==> src/hw/rtl/heap_segment_allocator_assert.svh <==
// Assertion macros for the heap segment allocator RTL.
`ifndef HEAP_SEGMENT_ALLOCATOR_ASSERT_SVH
`define HEAP_SEGMENT_ALLOCATOR_ASSERT_SVH

`ifndef ASSERT_OFF
`define HSA_ASSERT_IMPL(lbl, clk, rst_n, ante, cons) \
    lbl: assert property (@(posedge clk) disable iff (!(rst_n)) (ante) |-> (cons)) \
        else $error("heap segment allocator check failed");
`define HSA_ASSERT_NEXT(lbl, clk, rst_n, ante, cons) \
    lbl: assert property (@(posedge clk) disable iff (!(rst_n)) (ante) |=> (cons)) \
        else $error("heap segment allocator check failed");
`else
`define HSA_ASSERT_IMPL(lbl, clk, rst_n, ante, cons)
`define HSA_ASSERT_NEXT(lbl, clk, rst_n, ante, cons)
`endif

`endif

==> src/hw/rtl/hsa_pkg.sv <==
// ----------------------------------------------------------------------------
// hsa_pkg
// Types and codes shared by the heap segment allocator modules.
// ----------------------------------------------------------------------------
package hsa_pkg;

    localparam int NEED_W = 17;

    localparam logic [0:0] KIND_ALLOC = 1'b0;
    localparam logic [0:0] KIND_FREE  = 1'b1;

    localparam logic [1:0] POL_FIRST = 2'd0;
    localparam logic [1:0] POL_BEST  = 2'd1;
    localparam logic [1:0] POL_WORST = 2'd2;
    localparam logic [1:0] POL_NEXT  = 2'd3;

    localparam logic [2:0] ST_OK       = 3'd0;
    localparam logic [2:0] ST_ZERO     = 3'd1;
    localparam logic [2:0] ST_NO_SPACE = 3'd2;
    localparam logic [2:0] ST_BAD_FREE = 3'd3;
    localparam logic [2:0] ST_NULL     = 3'd4;

    typedef enum logic [2:0] {
        OP_HOLD,
        OP_ROTATE,
        OP_WRITE,
        OP_INSERT,
        OP_DROP
    } t_cell_op;

    typedef enum logic [2:0] {
        S_IDLE,
        S_SCAN,
        S_APPLY,
        S_SPLIT,
        S_MERGE_L,
        S_MERGE_R,
        S_DONE
    } t_state;

endpackage

==> src/hw/rtl/hsa_cell.sv <==
// ----------------------------------------------------------------------------
// hsa_cell
// One segment table entry. It loads from the sequencer or from a neighbor.
// ----------------------------------------------------------------------------
module hsa_cell
    import hsa_pkg::*;
#(
    parameter int CELL_IDX = 0,
    parameter int IW       = 6,
    parameter int TW       = 17,
    parameter bit IS_LAST  = 1'b0
) (
    input  logic          i_clk,
    input  t_cell_op      i_op,
    input  logic [IW-1:0] i_idx,
    input  logic [TW-1:0] i_wr_off,
    input  logic [TW-1:0] i_wr_size,
    input  logic          i_wr_free,
    input  logic [TW-1:0] i_left_off,
    input  logic [TW-1:0] i_left_size,
    input  logic          i_left_free,
    input  logic [TW-1:0] i_right_off,
    input  logic [TW-1:0] i_right_size,
    input  logic          i_right_free,
    output logic [TW-1:0] o_off,
    output logic [TW-1:0] o_size,
    output logic          o_free
);

    localparam logic [IW-1:0] MyIdx = IW'(CELL_IDX);

    logic [TW-1:0] r_off;
    logic [TW-1:0] r_size;
    logic          r_free;

    always_ff @(posedge i_clk) begin
        unique case (i_op)
            OP_ROTATE: begin
                r_off  <= i_right_off;
                r_size <= i_right_size;
                r_free <= i_right_free;
            end
            OP_WRITE: begin
                if (i_idx == MyIdx) begin
                    r_off  <= i_wr_off;
                    r_size <= i_wr_size;
                    r_free <= i_wr_free;
                end
            end
            OP_INSERT: begin
                if (i_idx == MyIdx) begin
                    r_off  <= i_wr_off;
                    r_size <= i_wr_size;
                    r_free <= i_wr_free;
                end else if (MyIdx > i_idx) begin
                    r_off  <= i_left_off;
                    r_size <= i_left_size;
                    r_free <= i_left_free;
                end
            end
            OP_DROP: begin
                // The last cell keeps its content; it lies past the table end.
                if (!IS_LAST && MyIdx >= i_idx) begin
                    r_off  <= i_right_off;
                    r_size <= i_right_size;
                    r_free <= i_right_free;
                end
            end
            default: begin
            end
        endcase
    end

    assign o_off  = r_off;
    assign o_size = r_size;
    assign o_free = r_free;

endmodule

==> config.mk <==
export PLATFORM = sky130hd
export DESIGN_NAME = hsa_cell
export DESIGN_NICKNAME = d
export VERILOG_FILES = /design/src/hw/rtl/heap_segment_allocator_assert.svh /design/src/hw/rtl/hsa_pkg.sv /design/src/hw/rtl/hsa_cell.sv
export SDC_FILE = /design/constraint.sdc
export NUM_CORES = 1
export LEC_CHECK = 0
export BUFFER_PORTS_ARGS = -buffer_cell sky130_fd_sc_hd__buf_2
export CAP_MARGIN = 15
export CORE_MARGIN = 10
export CORE_UTILIZATION = 40
export CTS_CLUSTER_DIAMETER = 40
export DETAILED_ROUTE_END_ITERATION = 10
export GPL_ROUTABILITY_DRIVEN = 0
export PLACE_DENSITY_LB_ADDON = 0.05
export SETUP_SLACK_MARGIN = 0.4
export SYNTH_ARGS = -nofsm -noshare
export SYNTH_HDL_FRONTEND = slang
export SYNTH_SLANG_ARGS = --single-unit
==> constraint.sdc <==
create_clock -name i_clk -period 4.5 [get_ports i_clk]
set_input_delay 0.675 -clock i_clk [delete_from_list [all_inputs] [get_ports i_clk]]
set_output_delay 0.675 -clock i_clk [all_outputs]
set_load 0.01 [all_outputs]
==> out/results.env, run 1 <==
FMAXACHIEVABLE_GHz=0.3672
FIRST_GLOBAL_VIAS=2419
SYNTH_FA_HA_AREA_FRAC=0
AREAGROWTHSYNTHTOFINISH_PCT=34.51
NUM-NETS-FINAL=496
WIRE_PER_INST_UM=18.12
REQUIRED_PS=4410
SYNTH.AREA.TOP_CELLS='sky130_fd_sc_hd__edfxtp_1, sky130_fd_sc_hd__a31oi_1, sky130_fd_sc_hd__o211ai_1'
WORST-SLEW-PIN-TRANSITION_PS=1131
SYNTH.YOSYS.WARNINGS=0
PORTBUFFERS=149
COMBINATIONAL_FAMILY_WITH_THE_MOST_AREA_AFTER_SYNTHESIS='compound AO/OA/AOI/OAI gates'
CELLS_RESIZED_BY_POST_CTS_REPAIR=0
DETAILEDROUTE.FIRSTITERATIONVIOLATIONS=142
FIN_UTIL=0.5627
SYNTH_SEQ_AREA_SHARE=0.4480
CRITPATHMAXFANOUT=35
YOSYS_REGISTER_BITS=35
SYNTH_TOP_CELL_AREA_SHARE=0.4480
PLACE.DETAILED.INSTANCES=446
GRT_START_MAX_NET_PINS=72
OUTCOME='finished clean'
DESIGN.DIE.AREA_UM2=9329
DRTANTENNAVIOLNETS=0
CRITPATHSLOWESTCELL='sky130_fd_sc_hd__or4_1'
MAX-SLEW-MARGIN-REL=0.2446
SYN_INST=250
CRIT_ARRIVAL_PS=2630
CTSROOTBUFFERMASTER='sky130_fd_sc_hd__clkbuf_8'
GRT_ANTENNA_BEFORE_REPAIR=0
CP_CELL_SEQUENCE='buf_2 > or4_1 > nor4_1 > o21a_2'
FILLCELLCOUNT=568
CLKTRANSATPATHREGS_PS=70
TIMING.FINAL.CRIT_SHARE=0.6051
CELLLEAKAGEPOWER_nW=1.268
ENDPOINT='o_off[11]'
TIMING.HOLD.WS_PS=739.8
ANTENNA_CELLS=0
FINAL_COMMON_CELL='sky130_fd_sc_hd__buf_2'
CRIT_PATH_END_KIND='flop'
CRITICAL-PATH-MAX-STAGE-DELAY_PS=810
FLOORPLAN.INITIALDENSITY=0.4183
DRIVE_ABOVE_1_SHARE=0.4357
P_PER_AREA_nW_PER_UM2=262.7
CTS_HTREE_LEVELS=2
RSZ0062_AT_GRT='no'
HOLD_VIOL=0
FINAL_CELLS=453
MOSTFREQUENTLAYOUTCELLS='sky130_fd_sc_hd__buf_2, sky130_fd_sc_hd__a31oi_1'
SETUP_SLACK_PS=1777
POST_SYNTH_MUX_AREA_SHARE=0
GRT_PASS1_WL_UM=12120
TIMING.MAX_CAP.VIOLATIONS=0
SYNTH_AREA_PER_CELL_UM2=9.384
SYNTH_SIMPLE_GATE_AREA_SHARE=0.1712
DETAIL_ROUTE.DRC_VIOLATIONS=0
WORST_SETUP_TIMING_SLACK_AT_THE_PLACEMENT_STAGE_PS=1448
POSTCTSSETUPBUFFERS=0
DP.FINAL_HPWL_UM=5851
NUMBER_OF_DISTINCT_STANDARD_CELLS_REFERENCED_BY_THE_SYNTHESIZED_NETLIST=20
NUMCTSBUFFERS=5
GRT.TOTAL_USAGE=0.1638
CRITPATHKIND='input pin to flop'
CLKSINKCOUNT=35
SYNTH_COMPOUND_GATE_AREA_SHARE=0.3141
OVERFLOW=0
IO_PINS=150
SLEW_VIOLATIONS=0
FINALWIRELENGTH_UM=8210
TIMING.FINAL.CRIT_PERIOD_PS=2723
FIRST_PASS_DETAILED_ROUTE_ITERATION_TOTAL=5
MAX_ROOT_SINK_BUFFERS=2
POWER_mW=0.8289
IR_WORST_VDD_mV=0.1173
ROUTED-VIA-COUNT=2501
DESIGN_AREA_UM2=3156
DETAIL_ROUTE.VIAS_PER_CELL=5.521
CTS.HOLD.BUFFERS_ADDED=0
SETUP_VIOL=0
HOLD_CLASS='input pin to flop'
POSTPLACECELLAREA_UM2=3078
WORSTSETUPSTARTPOINTTYPE='input pin'
CTS_TREE='yes'
FP-ROW-COUNT=27
FINAL_SETUP_TNS_PS=0
CP-STARTPOINT='i_idx[0]'
DIE_EXTENT_IN_X_UM=96.59
SYNTH-XOR-AREA-SHARE=0
DIE_Y_UM=96.59
CORE_BOX_AREA_UM2=5608
SYNTH_TOP_CELL_BY_AREA='sky130_fd_sc_hd__edfxtp_1'
SYN-NUM-NETS=365
NETLIST_AREA_UM2=2346
-- area by class of cell --
| cell class | count | area, um2 | area share |
|---|---|---|---|
| Clock buffer | 5 | 68.82 | 0.02181 |
| Multi-Input combinational cell | 184 | 1150 | 0.3644 |
| Tap cell | 72 | 90.09 | 0.02855 |
| Timing Repair Buffer | 154 | 783.3 | 0.2482 |
| Sequential cell | 35 | 1051 | 0.3331 |
| Inverter | 1 | 3.754 | 0.001190 |
| Clock inverter | 2 | 8.758 | 0.002776 |
-- worst max-delay path: cells and delay by family --
| kind | cells | cell delay [ps] |
|---|---|---|
| AOI/OAI and AO/OA | 1 | 750 |
| and+or+nand+nor | 2 | 1080 |
| buffers and inverters | 1 | 120 |
-- how the worst min path moves through the flow --
stage	from	to	cells past startpoint
finish	i_right_off[4]	o_off[4]	3
global route	i_right_off[4]	o_off[4]	3
CTS	i_right_size[8]	o_size[8]	3
detailed placement	i_right_free	o_free	3
global placement	i_right_off[8]	o_off[8]	3
floorplan	i_right_off[15]	o_off[15]	2
-- cell usage after synthesis --
cell / count
sky130_fd_sc_hd__nor2_1: 36
sky130_fd_sc_hd__a31oi_1: 70
sky130_fd_sc_hd__nor4_1: 1
sky130_fd_sc_hd__buf_4: 1
sky130_fd_sc_hd__or2_2: 1
sky130_fd_sc_hd__a21o_1: 1
sky130_fd_sc_hd__buf_6: 2
sky130_fd_sc_hd__edfxtp_1: 35
sky130_fd_sc_hd__buf_8: 1
sky130_fd_sc_hd__inv_1: 1
sky130_fd_sc_hd__o21a_1: 1
sky130_fd_sc_hd__nor2b_1: 36
sky130_fd_sc_hd__buf_2: 7
sky130_fd_sc_hd__nor4_4: 1
sky130_fd_sc_hd__clkbuf_1: 17
sky130_fd_sc_hd__buf_1: 1
sky130_fd_sc_hd__or4_1: 1
sky130_fd_sc_hd__clkbuf_2: 1
sky130_fd_sc_hd__o211ai_1: 35
sky130_fd_sc_hd__o31ai_4: 1
-- power breakdown --
group / leakage [nW] / internal (mW) / switching (mW)
Sequential: 0.335 / 0.398 / 0.00836
Clock: 0.0414 / 0.103 / 0.109
Combinational: 0.892 / 0.0942 / 0.116
Total: 1.27 / 0.595 / 0.234
-- routing by layer --
metal  routed length [um]  vias to the layer above  GRT usage
met1                 3245                     1144     0.1987
met3                  945                        6    0.06091
met2                 3950                      112     0.2689
li1                     -                     1239          -
met5                    0                        -          0
met4                   69                        0    0.04116
-- cell families (layout without fill, tap and decap cells) --
family / after synthesis / count (layout)
compound gates: 108 / 108
buf+inv: 31 / 162
flops: 35 / 35
simple gates: 76 / 76
-- sequential cells by signal (all words and copies together) (netlist names) --
| register | count |
|---|---|
| o_off | 17 |
| o_free | 1 |
| o_size | 17 |
Power figures use the tool's default switching activity.
==> inputs of run 2 (changes only) <==
clock period = 2.6 ns   (was 4.5 ns; I/O delays follow)
==> run 2 against run 1 <==
  * Clock-buffer cell count grew 1
  * Setup slack lost 1200 ps
  * Via count is 1.3% higher
  * Sequential cell count did not move
  * Critical path depth unchanged
  * First-iteration DRC count down 9.9%
  * Global-route usage increased by 0.52 points
  * Highest routed layer unchanged
==> out/results.env, run 2 (synthesis gave the netlist of run 1 again) <==
AREAGROWTHSYNTHTOFINISH_PCT=36.27
FIRST_PASS_DETAILED_ROUTE_ITERATION_TOTAL=4  # -1
TIMING.FINAL.CRIT_SHARE=0.7851
NUM-NETS-FINAL=500  # +0.81%
TIMING.HOLD.WS_PS=450.5  # -289.2 ps
GRT.TOTAL_USAGE=0.1690  # +0.005157
TIMING.MAX_CAP.VIOLATIONS=0  # unchanged
FP-ROW-COUNT=27  # unchanged
SLEW_VIOLATIONS=0  # unchanged
PORTBUFFERS=149  # unchanged
FINALWIRELENGTH_UM=8293  # +1.0%
IO_PINS=150  # unchanged
CTS_HTREE_LEVELS=2  # unchanged
CTS_TREE='yes'
GRT_ANTENNA_BEFORE_REPAIR=0  # unchanged
CLKTRANSATPATHREGS_PS=70  # about the same
FMAXACHIEVABLE_GHz=0.4899
CP-STARTPOINT='i_idx[0]'
POSTCTSSETUPBUFFERS=0  # unchanged
CRITICAL-PATH-MAX-STAGE-DELAY_PS=630  # -180 ps
WORST-SLEW-PIN-TRANSITION_PS=615.0  # -515.6 ps
POWER_mW=1.447  # +75%
P_PER_AREA_nW_PER_UM2=452.6  # +72%
CLKSINKCOUNT=35  # unchanged
ROUTED-VIA-COUNT=2534  # +1.3%
DESIGN.DIE.AREA_UM2=9329  # unchanged
DP.FINAL_HPWL_UM=6114  # +4.5%
MAX_ROOT_SINK_BUFFERS=2  # unchanged
HOLD_CLASS='input pin to flop'
MIN_DELAY_PATH_DEPTH=3  # unchanged
MAX-SLEW-MARGIN-REL=0.5869  # +0.3423
GRT_START_MAX_NET_PINS=65  # -9.7%
CP_CELL_SEQUENCE='buf_2 > or4_1 > nor4_1 > o21a_4'
FLOORPLAN.INITIALDENSITY=0.4183  # unchanged
FINAL_COMMON_CELL='sky130_fd_sc_hd__buf_2'
CORE_BOX_AREA_UM2=5608  # unchanged
WIRE_PER_INST_UM=18.07  # -0.31%
GRT_PASS1_WL_UM=12680  # +4.6%
DETAILEDROUTE.FIRSTITERATIONVIOLATIONS=128  # -9.9%
DETAIL_ROUTE.DRC_VIOLATIONS=0  # unchanged
CRITPATHKIND='input pin to flop'
SETUP_VIOL=0  # unchanged
FIRST_GLOBAL_VIAS=2543  # +5.1%
FILLCELLCOUNT=577  # +1.6%
PLACE.DETAILED.INSTANCES=450  # +0.90%
DETAIL_ROUTE.VIAS_PER_CELL=5.521  # about the same
CELLLEAKAGEPOWER_nW=1.288  # +1.5%
DRIVE_ABOVE_1_SHARE=0.4378  # +0.002128
TIMING.FINAL.CRIT_PERIOD_PS=2041
DIE_EXTENT_IN_X_UM=96.59  # unchanged
IR_WORST_VDD_mV=0.2101  # +79%
CRITPATHMAXFANOUT=35  # unchanged
DRTANTENNAVIOLNETS=0  # unchanged
WORSTSETUPSTARTPOINTTYPE='input pin'
MOSTFREQUENTLAYOUTCELLS='sky130_fd_sc_hd__buf_2, sky130_fd_sc_hd__a31oi_1'
CRIT_PATH_END_KIND='flop'
CRIT_ARRIVAL_PS=1960  # -670 ps
NUMCTSBUFFERS=5  # unchanged
RSZ0062_AT_GRT='no'
REQUIRED_PS=2520  # -1890 ps
MIN_FROM='i_right_off[10]'
OVERFLOW=0  # unchanged
CTS.HOLD.BUFFERS_ADDED=0  # unchanged
CRITPATHSLOWESTCELL='sky130_fd_sc_hd__or4_1'
CTSROOTBUFFERMASTER='sky130_fd_sc_hd__clkbuf_8'
HOLD_VIOL=0  # unchanged
FIN_UTIL=0.5701  # +0.007363
FINAL_CELLS=459  # +1.3%
FINAL_SETUP_TNS_PS=0  # unchanged
DIE_Y_UM=96.59  # unchanged
CELLS_RESIZED_BY_POST_CTS_REPAIR=0  # unchanged
OUTCOME='finished clean'
run 2: report_power, final:
group	switching (mW)	leakage (nW)	internal, mW	total [mW]
sequential	0.0119	0.335	0.688	0.699
combinational	0.203	0.912	0.166	0.370
clock	0.195	0.0403	0.183	0.378
run 2: cell type report:
type                       count  area (um2)  share of cell area
antenna                        1       2.502           0.0007828
clock buffer                   6       72.57             0.02270
clock inverter                 2       7.507            0.002348
inverter                       1       3.754            0.001174
multi-input combinational    184        1156              0.3616
sequential                    35        1051              0.3288
tap                           72       90.09             0.02818
timing repair buffer         158       813.3              0.2544
run 2: metrics by stage:
step	setup slack, ps	instance area, um2
after floorplan	504.8	2354
after global placement	288.7	3114
after detailed placement	257.0	3114
after CTS	553.0	3194
after global routing	509.1	3194
final	558.8	3197
run 2: worst paths after layout:
check | endpoint | slack [ps]
min | o_off[10] | 450
max | o_size[3] | 560
run 2: layer usage:
layer,share of wire,track usage
met1,0.41,0.2177
met2,0.46,0.2712
met3,0.12,0.04934
met4,0.0058,0.04358
met5,0,0
run 2: worst max-delay path, delay by kind of cell:
kind                   cells  cell delay, ps
AND/OR/NAND/NOR            2             920
AO/OA/AOI/OAI              1             510
buffers and inverters      1             120
==> inputs of run 3 (changes only) <==
CORE_UTILIZATION = 39   (was 40)
clock period = 1.8 ns   (was 2.6 ns; I/O delays follow)
==> run 3 against run 2 <==
  * Clock power is 42% higher
  * Hold slack worse by 120 ps
  * Die area is 2.0% higher
  * Global-route usage is 0.66 points lower
  * Final area is 5.8% higher
  * Via count is 1.3% higher
  * Sequential share of layout area is 1.8 points lower
  * Non-clock buffer count is 11 higher
  * Largest cell class unchanged
==> out/results.env, run 3 (synthesis gave the netlist of run 1 again) <==
OUTCOME='finished clean'
DRTANTENNAVIOLNETS=0  # unchanged
OVERFLOW=0  # unchanged
DIE_Y_UM=97.56  # +1.0%
RSZ0062_AT_GRT='yes'
SETUP_VIOL=0  # unchanged
TIMING.MAX_CAP.VIOLATIONS=0  # unchanged
DIE_EXTENT_IN_X_UM=97.56  # +1.0%
DESIGN.DIE.AREA_UM2=9518  # +2.0%
GRT_ANTENNA_BEFORE_REPAIR=1  # +1
TIMING.FINAL.CRIT_PERIOD_PS=1520
FMAXACHIEVABLE_GHz=0.6580
MAX-SLEW-MARGIN-REL=0.7933  # +0.2064
REQUIRED_PS=1800  # -720 ps
GRT_USE_MET2=0.2662  # -0.004934
WORSTSETUPSTARTPOINTTYPE='input pin'
BUSIEST_LAYER='met2'
GRT_START_MAX_NET_PINS=72  # +11%
USE_MET3=0.05832  # +0.008977
DP.FINAL_HPWL_UM=6207  # +1.5%
WORST-SLEW-PIN-TRANSITION_PS=310.0  # -305.0 ps
P_PER_AREA_nW_PER_UM2=629.8  # +39%
FINAL_CELLS=473  # +3.1%
FINAL_COMMON_CELL='sky130_fd_sc_hd__buf_2'
CLKTRANSATPATHREGS_PS=70  # about the same
DETAILEDROUTE.FIRSTITERATIONVIOLATIONS=100  # -22%
HOLD_VIOL=0  # unchanged
CP_CELL_SEQUENCE='buf_8 > or4_4 > o31ai_4 > o21a_4 > buf_12'
FIRST_PASS_DETAILED_ROUTE_ITERATION_TOTAL=5  # +1
CP.BUFFERS_INVERTERS=2  # +1
NUM-NETS-FINAL=511  # +2.2%
CRIT_PATH_END_KIND='flop'
DETAIL_ROUTE.VIAS_PER_CELL=5.425  # -1.7%
AREAGROWTHSYNTHTOFINISH_PCT=44.21
DESIGN_AREA_UM2=3383  # +5.8%
MAX_ROOT_SINK_BUFFERS=2  # unchanged
TIMING.FINAL.CRIT_SHARE=0.8443
DRIVE_ABOVE_1_SHARE=0.4610  # +0.02313
CORE_BOX_AREA_UM2=5886  # +5.0%
CTS_TREE='yes'
IO_PINS=150  # unchanged
MOSTFREQUENTLAYOUTCELLS='sky130_fd_sc_hd__buf_2, sky130_fd_sc_hd__a31oi_1'
CRITPATHKIND='input pin to flop'
FP-ROW-COUNT=28  # +3.7%
FINALWIRELENGTH_UM=8248  # -0.54%
FLOORPLAN.INITIALDENSITY=0.3986  # -0.01974
CRITICAL-PATH-MAX-STAGE-DELAY_PS=580  # -50 ps
GRT_PASS1_WL_UM=12900  # +1.8%
FIN_UTIL=0.5748  # +0.004772
GRT.TOTAL_USAGE=0.1624  # -0.006617
FIRST_GLOBAL_VIAS=2568  # +0.98%
POSTPLACECELLAREA_UM2=3232  # +3.8%
HOLD_CLASS='input pin to flop'
DETAIL_ROUTE.DRC_VIOLATIONS=0  # unchanged
CRIT_ARRIVAL_PS=1520  # -440 ps
PORTBUFFERS=149  # unchanged
CRITPATHMAXFANOUT=15  # -57%
CTSROOTBUFFERMASTER='sky130_fd_sc_hd__clkbuf_8'
SLEW_VIOLATIONS=0  # unchanged
WIRE_PER_INST_UM=17.44  # -3.5%
ROUTED-VIA-COUNT=2566  # +1.3%
GRTUSAGEMET1=0.1922  # -0.02549
CLKSINKCOUNT=35  # unchanged
CRITPATHTOPFAMILY='simple AND/OR/NAND/NOR gates'
NUMCTSBUFFERS=5  # unchanged
POWER_mW=2.131  # +47%
PLACE.DETAILED.INSTANCES=461  # +2.4%
CRITPATHSLOWESTCELL='sky130_fd_sc_hd__or4_4'
CTS_HTREE_LEVELS=2  # unchanged
CELLLEAKAGEPOWER_nW=1.369  # +6.4%
IR_WORST_VDD_mV=0.2712  # +29%
-- run 3: cell types whose count changed in the layout (fill, tap and decap cells not counted), moves of 2 or more --
cell	before	now
sky130_fd_sc_hd__buf_12	0	4
sky130_fd_sc_hd__buf_2	149	147
sky130_fd_sc_hd__buf_4	9	13
sky130_fd_sc_hd__buf_6	0	4
-- run 3: final cells by class --
cell class,instances,area (um2)
fill,573,2502
multi-input combinational,184,1175
sequential,35,1051
timing repair buffer,169,973.4
tap,75,93.84
clock buffer,5,68.82
clock inverter,3,15.01
inverter,1,3.754
antenna,1,2.502
-- run 3: routing by layer --
metal,up-vias,wire [um]
met5,-,0
met4,0,106
met3,8,618
met2,95,4083
met1,1188,3440
li1,1275,-
-- run 3: what timing repair did --
action | CTS | global route
endpoints found under the hold margin | 0 | 0
gates resized for setup | 4 | 4
setup endpoints to repair | 69 | 66
hold buffers | 0 | 0
pin swaps | 1 | 0
setup buffers | 2 | 1
-- run 3: path summary, 6_finish.rpt --
kind,from,slack [ps],endpoint,depth (start not counted)
worst max-delay path,i_idx[0],280,o_size[0],5
worst min-delay path,i_right_off[3],330,o_off[3],3
-- run 3: report_power, final --
part | total, mW | internal, mW | switching (mW)
combinational | 0.583 | 0.277 | 0.305
sequential | 1.01 | 0.993 | 0.0183
clock | 0.537 | 0.262 | 0.274
total | 2.13 | 1.53 | 0.598
-- run 3: per-stage QoR --
step                hold WS, ps  setup slack (ps)  setup TNS, ps
floorplan                 523.7            -156.3          -5470
global placement          616.3            -115.1          -3735
detailed placement        628.4            -172.3          -5702
CTS                       323.1             287.6              0
global route              333.8             244.6              0
finish                    331.6             280.3              0
